`src/hdl/asmas_pkg.sv`:
```
package asmas_pkg;

  localparam int NUM_CH       = 3;
  localparam int SAMPLE_W     = 10;
  localparam int LOW_W        = 8;
  localparam int HIGH_W       = 2;
  localparam int CH_W         = 2;
  localparam int GAIN_W       = 16;
  localparam int VALUE_W      = 16;
  localparam int Q_SHIFT      = 11;
  localparam int LAST_CUR_W   = 13;
  localparam int LAST_CUR_MAX = 8191;
  localparam int CFG_IDX_W    = 2;

  localparam int WINDOW_SAMPLES_DEF = 16;

  localparam logic [GAIN_W-1:0] REF_GAIN_RST   = 16'd40167;
  localparam logic [GAIN_W-1:0] CUR_GAIN_RST   = 16'd10025;
  localparam logic [GAIN_W-1:0] VOLT_GAIN_RST  = 16'd40167;
  localparam logic [GAIN_W-1:0] SHUNT_GAIN_RST = 16'd451;

  // scan channels
  typedef enum logic [CH_W-1:0] {
    CH_REF  = 2'd0,
    CH_CUR  = 2'd1,
    CH_VOLT = 2'd2
  } chan_t;

  // configuration register map
  typedef enum logic [CFG_IDX_W-1:0] {
    REG_REF_GAIN   = 2'd0,
    REG_CUR_GAIN   = 2'd1,
    REG_VOLT_GAIN  = 2'd2,
    REG_SHUNT_GAIN = 2'd3
  } cfg_reg_t;

endpackage

```
`src/hdl/asmas_ram.sv`:
```
module asmas_ram #(
  parameter int WIDTH = 10,
  parameter int DEPTH = 48,
  localparam int ADDR_W = (DEPTH > 1) ? $clog2(DEPTH) : 1
) (
  input  logic              clk,
  input  logic              we,
  input  logic [ADDR_W-1:0] waddr,
  input  logic [WIDTH-1:0]  wdata,
  input  logic              re,
  input  logic [ADDR_W-1:0] raddr,
  output logic [WIDTH-1:0]  rdata
);

  logic [WIDTH-1:0] mem [DEPTH];

  always_ff @(posedge clk) begin
    if (we) begin
      mem[waddr] <= wdata;
    end
    // read data holds while re is low
    if (re) begin
      rdata <= mem[raddr];
    end
  end

endmodule

```
`src/hdl/adc_scan_moving_average_scaler_unit.sv`:
```
// Channel  Direction  Handshake               Payload
// in       input      in_valid / in_ready     in_sample_low[7:0], in_sample_high[1:0]
// out      output     out_valid / out_ready   out_channel[1:0], out_scaled_value[15:0] (signed),
//                                             out_next_channel[1:0]
// cfg      input      cfg_valid / cfg_ready   cfg_index[1:0], cfg_data[15:0]
//
// Throughput: one item per cycle while the output is not stalled.
// The figure is set by the sample-RAM read-modify-write stage, which retires one item per cycle.
// Reset (rst_n low, synchronous) empties the pipeline and restores the gains. No clearing
// pass: a fill flag stands in for the zeroed sample store until the window wraps once.
// A stalled output (out_valid high, out_ready low) freezes every stage, and in_ready drops.
// cfg_ready is always high.
module adc_scan_moving_average_scaler_unit
  import asmas_pkg::*;
#(
  parameter int WINDOW_SAMPLES = WINDOW_SAMPLES_DEF
) (
  input  logic                      clk,
  input  logic                      rst_n,

  input  logic                      in_valid,
  output logic                      in_ready,
  input  logic [LOW_W-1:0]          in_sample_low,
  input  logic [HIGH_W-1:0]         in_sample_high,

  output logic                      out_valid,
  input  logic                      out_ready,
  output logic [CH_W-1:0]           out_channel,
  output logic signed [VALUE_W-1:0] out_scaled_value,
  output logic [CH_W-1:0]           out_next_channel,

  input  logic                      cfg_valid,
  output logic                      cfg_ready,
  input  logic [CFG_IDX_W-1:0]      cfg_index,
  input  logic [GAIN_W-1:0]         cfg_data
);

  // ---------------------------------------------------------------------------
  // Derived sizes
  // ---------------------------------------------------------------------------
  localparam int POS_W   = (WINDOW_SAMPLES > 1) ? $clog2(WINDOW_SAMPLES) : 1;
  localparam int DEPTH   = NUM_CH * WINDOW_SAMPLES;
  localparam int ADDR_W  = (DEPTH > 1) ? $clog2(DEPTH) : 1;
  localparam int SUM_W   = $clog2(WINDOW_SAMPLES * ((1 << SAMPLE_W) - 1) + 1);
  localparam int SADDR_W = $clog2(NUM_CH);
  localparam int QP_W    = 2 * SUM_W + 1;
  localparam int PROD_W  = SAMPLE_W + GAIN_W;
  localparam int SHP_W   = LAST_CUR_W + GAIN_W;
  localparam int DIFF_W  = ((PROD_W > SHP_W) ? PROD_W : SHP_W) + 1;
  localparam int QUO_W   = DIFF_W - Q_SHIFT;
  localparam int CURV_W  = PROD_W - Q_SHIFT;

  // Reciprocal of the window length: floor(sum * RECIP / 2^SUM_W) is the
  // quotient or one less, fixed by a single compare afterwards.
  localparam logic [SUM_W:0] RECIP = (SUM_W+1)'((1 << SUM_W) / WINDOW_SAMPLES);

  // ---------------------------------------------------------------------------
  // Configuration registers
  // ---------------------------------------------------------------------------
  logic [GAIN_W-1:0] ref_gain_r, cur_gain_r, volt_gain_r, shunt_gain_r;

  assign cfg_ready = 1'b1;

  always_ff @(posedge clk) begin
    if (!rst_n) begin
      ref_gain_r   <= REF_GAIN_RST;
      cur_gain_r   <= CUR_GAIN_RST;
      volt_gain_r  <= VOLT_GAIN_RST;
      shunt_gain_r <= SHUNT_GAIN_RST;
    end else if (cfg_valid) begin
      unique case (cfg_reg_t'(cfg_index))
        REG_REF_GAIN:   ref_gain_r   <= cfg_data;
        REG_CUR_GAIN:   cur_gain_r   <= cfg_data;
        REG_VOLT_GAIN:  volt_gain_r  <= cfg_data;
        REG_SHUNT_GAIN: shunt_gain_r <= cfg_data;
      endcase
    end
  end

  // ---------------------------------------------------------------------------
  // Pipeline control: a full stall when the result register is held
  // ---------------------------------------------------------------------------
  logic out_valid_r;
  logic adv;
  logic accept;

  assign adv      = !out_valid_r || out_ready;
  assign in_ready = adv;
  assign accept   = in_valid && in_ready;

  // ---------------------------------------------------------------------------
  // Scan state: channel, window position, fill flag
  // ---------------------------------------------------------------------------
  chan_t             ch_r, ch_nxt;
  logic [POS_W-1:0]  pos_r, pos_nxt;
  logic              wrapped_r, wrapped_nxt;   // every slot written at least once
  logic [NUM_CH-1:0] sum_vld_r;                // channel sum written at least once
  logic [ADDR_W-1:0] rd_slot;

  always_comb begin
    ch_nxt      = ch_r;
    pos_nxt     = pos_r;
    wrapped_nxt = wrapped_r;
    if (accept) begin
      unique case (ch_r)
        CH_REF:  ch_nxt = CH_CUR;
        CH_CUR:  ch_nxt = CH_VOLT;
        default: begin
          ch_nxt = CH_REF;
          if (pos_r == POS_W'(WINDOW_SAMPLES - 1)) begin
            pos_nxt     = '0;
            wrapped_nxt = 1'b1;
          end else begin
            pos_nxt = pos_r + POS_W'(1);
          end
        end
      endcase
    end
  end

  assign rd_slot = ADDR_W'(32'(ch_r) * WINDOW_SAMPLES + 32'(pos_r));

  always_ff @(posedge clk) begin
    if (!rst_n) begin
      ch_r      <= CH_REF;
      pos_r     <= '0;
      wrapped_r <= 1'b0;
    end else begin
      ch_r      <= ch_nxt;
      pos_r     <= pos_nxt;
      wrapped_r <= wrapped_nxt;
    end
  end

  // ---------------------------------------------------------------------------
  // Stage 1: memory read data arrives; read-modify-write of sample and sum
  // ---------------------------------------------------------------------------
  logic              v1_r, ovld1_r, svld1_r;
  chan_t             ch1_r, nch1_r;
  logic [SAMPLE_W-1:0] smp1_r;
  logic [ADDR_W-1:0] slot1_r;

  logic [SAMPLE_W-1:0] smp_rdata, smp_old;
  logic [SUM_W-1:0]    sum_rdata, sum_old, sum_new;
  logic                wr_en;

  assign wr_en   = v1_r && adv;
  assign smp_old = ovld1_r ? smp_rdata : '0;
  assign sum_old = svld1_r ? sum_rdata : '0;
  assign sum_new = sum_old - SUM_W'(smp_old) + SUM_W'(smp1_r);

  asmas_ram #(
    .WIDTH (SAMPLE_W),
    .DEPTH (DEPTH)
  ) u_sample_ram (
    .clk   (clk),
    .we    (wr_en),
    .waddr (slot1_r),
    .wdata (smp1_r),
    .re    (accept),
    .raddr (rd_slot),
    .rdata (smp_rdata)
  );

  asmas_ram #(
    .WIDTH (SUM_W),
    .DEPTH (NUM_CH)
  ) u_sum_ram (
    .clk   (clk),
    .we    (wr_en),
    .waddr (SADDR_W'(ch1_r)),
    .wdata (sum_new),
    .re    (accept),
    .raddr (SADDR_W'(ch_r)),
    .rdata (sum_rdata)
  );

  always_ff @(posedge clk) begin
    if (!rst_n) begin
      sum_vld_r <= '0;
    end else if (wr_en) begin
      sum_vld_r[ch1_r] <= 1'b1;
    end
  end

  // ---------------------------------------------------------------------------
  // Stages 2..7: divide by window length, scale, shunt correction
  // ---------------------------------------------------------------------------
  logic v2_r, v3_r, v4_r, v5_r, v6_r, v7_r;
  chan_t ch2_r, ch3_r, ch4_r, ch5_r, ch6_r, ch7_r;
  chan_t nch2_r, nch3_r, nch4_r, nch5_r, nch6_r, nch7_r;

  logic [SUM_W-1:0]    sum2_r, sum3_r, qe3_r;
  logic [SAMPLE_W-1:0] avg4_r;
  logic [PROD_W-1:0]   prod5_r, prod6_r, prod7_r;
  logic [SHP_W-1:0]    shp7_r;
  logic [LAST_CUR_W-1:0] last_cur_r;

  logic [QP_W-1:0]   qp;
  logic [SUM_W-1:0]  qn, rem;
  logic [SAMPLE_W-1:0] avg;
  logic [GAIN_W-1:0] gain_sel;
  logic [CURV_W-1:0] cur_val;
  logic [SHP_W-1:0]  shp;

  assign qp  = QP_W'(sum2_r) * QP_W'(RECIP);
  assign qn  = SUM_W'(32'(qe3_r) * WINDOW_SAMPLES);
  assign rem = sum3_r - qn;
  assign avg = (rem >= SUM_W'(WINDOW_SAMPLES)) ? SAMPLE_W'(qe3_r + SUM_W'(1))
                                               : SAMPLE_W'(qe3_r);

  always_comb begin
    unique case (ch4_r)
      CH_REF:  gain_sel = ref_gain_r;
      CH_CUR:  gain_sel = cur_gain_r;
      default: gain_sel = volt_gain_r;
    endcase
  end

  assign cur_val = prod5_r[PROD_W-1:Q_SHIFT];
  // last_cur_r is settled here: the current item ahead has left stage 5
  assign shp = (ch6_r == CH_VOLT) ? SHP_W'(last_cur_r) * SHP_W'(shunt_gain_r) : '0;

  always_ff @(posedge clk) begin
    if (!rst_n) begin
      v1_r       <= 1'b0;
      v2_r       <= 1'b0;
      v3_r       <= 1'b0;
      v4_r       <= 1'b0;
      v5_r       <= 1'b0;
      v6_r       <= 1'b0;
      v7_r       <= 1'b0;
      last_cur_r <= '0;
    end else if (adv) begin
      v1_r <= accept;
      v2_r <= v1_r;
      v3_r <= v2_r;
      v4_r <= v3_r;
      v5_r <= v4_r;
      v6_r <= v5_r;
      v7_r <= v6_r;
      if (v5_r && ch5_r == CH_CUR) begin
        last_cur_r <= (cur_val > CURV_W'(LAST_CUR_MAX)) ? LAST_CUR_W'(LAST_CUR_MAX)
                                                        : cur_val[LAST_CUR_W-1:0];
      end
    end
  end

  // payload registers
  always_ff @(posedge clk) begin
    if (adv) begin
      ch1_r   <= ch_r;
      nch1_r  <= ch_nxt;
      smp1_r  <= {in_sample_high, in_sample_low};
      slot1_r <= rd_slot;
      ovld1_r <= wrapped_r;
      svld1_r <= sum_vld_r[ch_r];

      ch2_r  <= ch1_r;
      nch2_r <= nch1_r;
      sum2_r <= sum_new;

      ch3_r  <= ch2_r;
      nch3_r <= nch2_r;
      sum3_r <= sum2_r;
      qe3_r  <= qp[2*SUM_W-1 -: SUM_W];

      ch4_r  <= ch3_r;
      nch4_r <= nch3_r;
      avg4_r <= avg;

      ch5_r   <= ch4_r;
      nch5_r  <= nch4_r;
      prod5_r <= PROD_W'(avg4_r) * PROD_W'(gain_sel);

      ch6_r   <= ch5_r;
      nch6_r  <= nch5_r;
      prod6_r <= prod5_r;

      ch7_r   <= ch6_r;
      nch7_r  <= nch6_r;
      prod7_r <= prod6_r;
      shp7_r  <= shp;
    end
  end

  // ---------------------------------------------------------------------------
  // Stage 7 -> result register: signed difference, truncate toward zero, clamp
  // ---------------------------------------------------------------------------
  logic signed [DIFF_W-1:0]  diff, diff_adj;
  logic signed [QUO_W-1:0]   quo;
  logic signed [VALUE_W-1:0] value;

  assign diff     = $signed(DIFF_W'(prod7_r)) - $signed(DIFF_W'(shp7_r));
  // bias negatives by 2^Q - 1 so the arithmetic shift rounds toward zero
  assign diff_adj = diff + (diff[DIFF_W-1] ? DIFF_W'((1 << Q_SHIFT) - 1) : DIFF_W'(0));
  assign quo      = QUO_W'(diff_adj >>> Q_SHIFT);

  always_comb begin
    priority if (quo < -$signed(QUO_W'(1 << (VALUE_W - 1)))) begin
      value = {1'b1, {(VALUE_W-1){1'b0}}};
    end else if (quo > $signed(QUO_W'((1 << (VALUE_W - 1)) - 1))) begin
      value = {1'b0, {(VALUE_W-1){1'b1}}};
    end else begin
      value = VALUE_W'(quo);
    end
  end

  logic [CH_W-1:0]           out_channel_r, out_next_r;
  logic signed [VALUE_W-1:0] out_value_r;

  always_ff @(posedge clk) begin
    if (!rst_n) begin
      out_valid_r <= 1'b0;
    end else if (adv) begin
      out_valid_r <= v7_r;
    end
  end

  always_ff @(posedge clk) begin
    if (adv) begin
      out_channel_r <= ch7_r;
      out_next_r    <= nch7_r;
      out_value_r   <= value;
    end
  end

  assign out_valid        = out_valid_r;
  assign out_channel      = out_channel_r;
  assign out_next_channel = out_next_r;
  assign out_scaled_value = out_value_r;

  // ---------------------------------------------------------------------------
  // Assertions
  // ---------------------------------------------------------------------------
  // a write-back never lands on the slot being read in the same cycle
  a_no_rmw_overlap: assert property (@(posedge clk) disable iff (!rst_n)
    (wr_en && accept) |-> (slot1_r != rd_slot))
    else $error("sample RAM read and write collide");

  // voltage item never overtakes the current item it depends on
  a_current_ahead: assert property (@(posedge clk) disable iff (!rst_n)
    (v6_r && ch6_r == CH_VOLT) |-> !(v5_r && ch5_r == CH_CUR))
    else $error("current item behind voltage item");

  // next channel follows the scan order
  a_scan_order: assert property (@(posedge clk) disable iff (!rst_n)
    out_valid_r |-> ((out_channel_r == CH_VOLT && out_next_r == CH_REF) ||
                     (out_channel_r != CH_VOLT && out_next_r == out_channel_r + CH_W'(1))))
    else $error("next channel out of scan order");

endmodule

```
`config.mk`:
```
export PLATFORM = sky130hd
export DESIGN_NAME = adc_scan_moving_average_scaler_unit
export DESIGN_NICKNAME = d
export VERILOG_FILES = /design/src/hdl/asmas_pkg.sv /design/src/hdl/asmas_ram.sv /design/src/hdl/adc_scan_moving_average_scaler_unit.sv
export SDC_FILE = /design/constraint.sdc
export NUM_CORES = 2
export LEC_CHECK = 0
export BUFFER_PORTS_ARGS = -buffer_cell sky130_fd_sc_hd__buf_2
export CAP_MARGIN = 20
export CORE_MARGIN = 2
export CORE_UTILIZATION = 60
export CTS_BUF_LIST = sky130_fd_sc_hd__clkbuf_8
export DETAILED_ROUTE_END_ITERATION = 16
export PLACE_DENSITY = 0.79
export SLEW_MARGIN = 10
export SYNTH_ARGS = -nofsm -noshare
export SYNTH_HDL_FRONTEND = slang
export SYNTH_SLANG_ARGS = --single-unit
```
`constraint.sdc`:
```
create_clock -name clk -period 9.01 [get_ports clk]
set_input_delay 1.802 -clock clk [delete_from_list [all_inputs] [get_ports clk]]
set_output_delay 1.802 -clock clk [all_outputs]
set_load 0.005 [all_outputs]
```
==> results.rst <==
.. list-table::
   :header-rows: 1

   * - Metric
     - Value
   * - Result of the run
     - complete, no violations
   * - Area of the die
     - between 70,000 and 80,000 um2
   * - Yosys warning total
     - 0
   * - Data arrival time of the critical path
     - roughly 8 ns
   * - Routed len/inst
     - approximately 21 um
   * - Average cell area after synthesis
     - 13.4 um2
   * - Fin Clk Skew
     - 0.0511 ns
   * - Worst min-delay path endpoint
     - prod7_r[2]
   * - Max-capacitance violation count
     - 0
   * - Count of unresolved DRC violations after routing
     - 0
   * - Clock Sinks
     - between 800 and 900
   * - DIE WIDTH
     - ~280 um
   * - Post-CTS clock slew at the launch and capture registers of the worst setup and hold paths
     - approximately 0.060 ns
   * - Gate Count Post-Synth
     - between 3k and 4k
   * - Resized cells post-CTS
     - 0
   * - Number of synthesized flops with an enable pin
     - around 750
   * - Worst Max-Slew Pin Slew
     - roughly 1.2 ns
   * - Category of cells accounting for the largest share of critical-path delay
     - adder cells
   * - Via count of the first global-routing pass
     - 27.6k
   * - Die height
     - between 200 and 300 um
   * - Total of hold buffers inserted after clock tree synthesis
     - 0
   * - WP data required
     - between 9 and 10 ns
   * - Synth-to-Final Area Change
     - 8.49%
   * - CTS max path bufs
     - 3
   * - Final cell area excluding filler cells
     - between 40,000 and 50,000 um2
   * - Critical path class
     - flop to flop
   * - Fraction of post-synthesis cell area in the top cell type by area
     - 49.1%
   * - Total clock buffers created by CTS
     - 133
   * - Final #Nets
     - about 4.0k
   * - Clock root buffer master
     - clkbuf_8
   * - Library cell contributing the largest single delay on the critical path
     - edfxtp_1
   * - All-Layer GR Usage
     - around a quarter
   * - Via count
     - roughly 27k
   * - Initial standard-cell utilization of the core
     - about three fifths
   * - Insertion delay of the later-clocked pin in the worst-skew pair
     - roughly 0.82 ns
   * - Worst Setup Slack, final
     - ~1.7 ns
   * - Launch instance of the worst register-to-register path
     - ch4_r[0]
   * - Cells taking the most area after synthesis
     - edfxtp_1 (49%), fa_1 (12%), mux4_2 (7.4%)
   * - # port buffers
     - 54
   * - Async set-or-reset flop fraction in the synthesized netlist
     - 0%
   * - Number of design-rule violations left by the first detailed-router iteration
     - 2,210
   * - Headroom to the max-slew limit
     - approximately 22%
   * - Kind of path behind the tightest hold check
     - flop to flop
   * - Routability congestion estimate from global placement
     - just under 0.9
   * - Via density per instance
     - just under 6
   * - Sequential share of the synthesized area
     - roughly 53%
   * - Worst r2r path cells
     - 24
   * - Combined buffer and inverter count along the critical path
     - 5
   * - Clock tree from TritonCTS
     - done
   * - Post-route ant nets
     - 0
   * - Post-CTS setup repair buffer count
     - 0
   * - Total power divided by cell area
     - 338 nW/um2
   * - Row cnt
     - 101
   * - Capture point of the worst reg-to-reg path
     - prod5_r[24]
   * - Largest net degree at the start of global routing
     - 96
   * - Critical path cell sequence
     - mux2i_1, o21ai_1, nand2_1, fa_1, inv_1, fa_1, inv_1, fa_1, inv_1, fa_1, inv_1, fa_1, inv_1, ha_1, a211o_1, a211oi_1, o31ai_1, a41oi_1, a21oi_1, a211oi_1, nor3_1, a21o_1, a21oi_1, xnor2_1
   * - Crit path largest cell delay
     - between 0.9 and 1 ns
   * - Total global routing overflow
     - 0
   * - Number of iterations in the first detailed-routing pass
     - 5
   * - Final period util
     - 81.5%
   * - Setup slack of the most critical reg-to-reg path
     - approximately 1.7 ns
   * - Deepest level of the CTS H-tree
     - 4
   * - Min-delay src
     - prod6_r[2]
   * - Syn_nets
     - 3,912
   * - Count of cell types in the netlist
     - 82
   * - #FFs+latches synth
     - roughly 840
   * - Maximum frequency from static timing analysis
     - ~140 MHz
   * - Static leakage
     - between 15 and 20 nW
   * - Number of cells on the worst hold path
     - 0
   * - Cell area after technology mapping
     - between 40,000 and 50,000 um2
   * - Placeable core area
     - between 70,000 and 80,000 um2
   * - Minimum setup slack after placement
     - between 1.5 and 2 ns
   * - Number of antenna violations at the first check in global routing
     - 2
   * - Largest driver fanout on the critical path
     - 17
   * - Boundary Pins
     - 56
   * - Max VDD drop
     - 0.000733 V
   * - Placed cell areas
     - between 40,000 and 50,000 um2
   * - TNS Setup
     - 0 ns
   * - Most instantiated flip-flop cell in the synthesis netlist
     - edfxtp_1
   * - Fin. max-slew vios
     - 0
   * - Largest area contributor in the netlist
     - edfxtp_1
   * - Critical path launch point type
     - flop
   * - Fraction of final layout cells with drive strength greater than 1
     - 13.1%
   * - Post-route minimum period
     - ~7.3 ns
   * - Global-route wire length before repair
     - 150,000 um
   * - Final HPWL from detailed placement
     - roughly 66,000 um
   * - Final count of negative-setup-slack endpoints
     - 0
   * - Count of endpoints failing hold in the final timing report
     - 0
   * - Capturing element type of the critical path
     - flop
   * - Final Routed Wirelength
     - between 90,000 and 100,000 um
   * - RSZ-0062 raised after global routing
     - no
[metal layers]
layer	vias up	GRT usage [%]	share of wire, %
met5	-	0	0
met4	0	11.3	3.9
li1	12200	-	-
met2	971	43.4	51
met3	228	4.14	5.9
met1	13400	31.4	39
[power breakdown]
group	total (mW)	internal, mW	switching (mW)
Sequential	5.29	5.07	0.224
Combinational	8.33	3.58	4.76
Clock	3.11	1.57	1.54
Total	16.7	10.2	6.52
[sequential cells by signal, indices dropped and copies added (netlist names), 16 cells and up]
register          cells
out_scaled_value     16
u_sum_ram.mem        42
cur_gain_r           16
prod6_r              26
prod5_r              26
u_sample_ram.mem    480
ref_gain_r           16
shp7_r               29
shunt_gain_r         16
volt_gain_r          16
prod7_r              26
[placed cells by master, fill, tap and decap left out, types with 9 or more instances in the layout]
master    instances
nor2b_1          25
and2_1          163
or2_2            14
a21boi_0         44
nand3b_1          9
o21ai_0          75
a21oi_1          67
clkbuf_8        143
or3_1            13
o21ai_2          10
clkinv_1         14
fa_1            275
xor2_1           41
nand2b_1         23
o21ai_1          23
buf_2            54
o211a_1          14
nor3_1           22
dfxtp_1          90
nor2_1          124
xnor2_1          49
nand2_1         484
edfxtp_1        747
mux2i_1          43
inv_1           401
nand3_1          60
and3_1           16
mux4_2          150
a21o_1           30
ha_1            186
buf_4            38
a211oi_1         12
[cells in the mapped netlist (30+ instances only)]
| master | number |
|---|---|
| mux4_2 | 150 |
| a21oi_1 | 67 |
| xor2_1 | 41 |
| fa_1 | 275 |
| dfxtp_1 | 95 |
| xnor2_1 | 49 |
| a21boi_0 | 44 |
| clkbuf_1 | 126 |
| mux2i_1 | 43 |
| edfxtp_1 | 747 |
| and2_1 | 163 |
| nand3_1 | 60 |
| nor2_1 | 124 |
| a21o_1 | 30 |
| ha_1 | 186 |
| o21ai_0 | 75 |
| inv_1 | 345 |
| nand2_1 | 484 |
[kinds of logic after synthesis]
logic type      after synthesis  synth area share [%]
other cells                   1               0.00821
simple gates                999                  10.3
xor+xnor                     91                  1.76
buf+inv                     491                  4.08
flops                       842                  53.3
fa+ha+maj                   461                  17.2
mux                         194                  8.37
compound gates              339                  5.04
[per-stage QoR]
stage	util, %	std cells	hold WS, ns	power (mW)
floorplan	-	3418	0.400	12.0
global placement	61.9	4335	0.401	13.5
detailed placement	61.9	4335	0.405	13.7
CTS	65.3	4571	0.374	16.8
global route	65.4	4582	0.394	18.3
finish	65.4	4583	0.384	16.7
[worst max-delay path by stage]
stage | startpoint | to | slack, ns | cells after the start
floorplan | out_ready | u_sample_ram.mem[24][0] | 1.53 | 7
global placement | ch4_r[0] | prod5_r[24] | 1.91 | 23
detailed placement | ch4_r[0] | prod5_r[24] | 1.74 | 24
CTS | ch4_r[0] | prod5_r[24] | 1.70 | 24
global route | ch4_r[0] | prod5_r[24] | 1.08 | 24
finish | ch4_r[0] | prod5_r[24] | 1.67 | 24
[worst register-to-register path: stages, from the launching register on]
cell and delay, ns:
edfxtp_1 0.94, mux2i_1 0.23, o21ai_1 0.57, nand2_1 0.15, fa_1 0.51, inv_1 0.05
fa_1 0.50, inv_1 0.05, fa_1 0.49, inv_1 0.06, fa_1 0.53, inv_1 0.05
fa_1 0.52, inv_1 0.04, ha_1 0.35, a211o_1 0.31, a211oi_1 0.31, o31ai_1 0.19
a41oi_1 0.29, a21oi_1 0.15, a211oi_1 0.23, nor3_1 0.11, a21o_1 0.18, a21oi_1 0.18
xnor2_1 0.08
[area by class of cell]
| type | count | area (um2) |
|---|---|---|
| well taps | 978 | 1220 |
| diodes | 2 | 5.00 |
| fillers | 5329 | 26200 |
| multi-input cells | 2085 | 19500 |
| flip-flops and latches | 842 | 24300 |
| repair buffers | 94 | 578 |
| clock buffers | 143 | 1970 |
| inverters | 346 | 1310 |
| clock inverters | 93 | 596 |
Power figures use the tool's default switching activity.
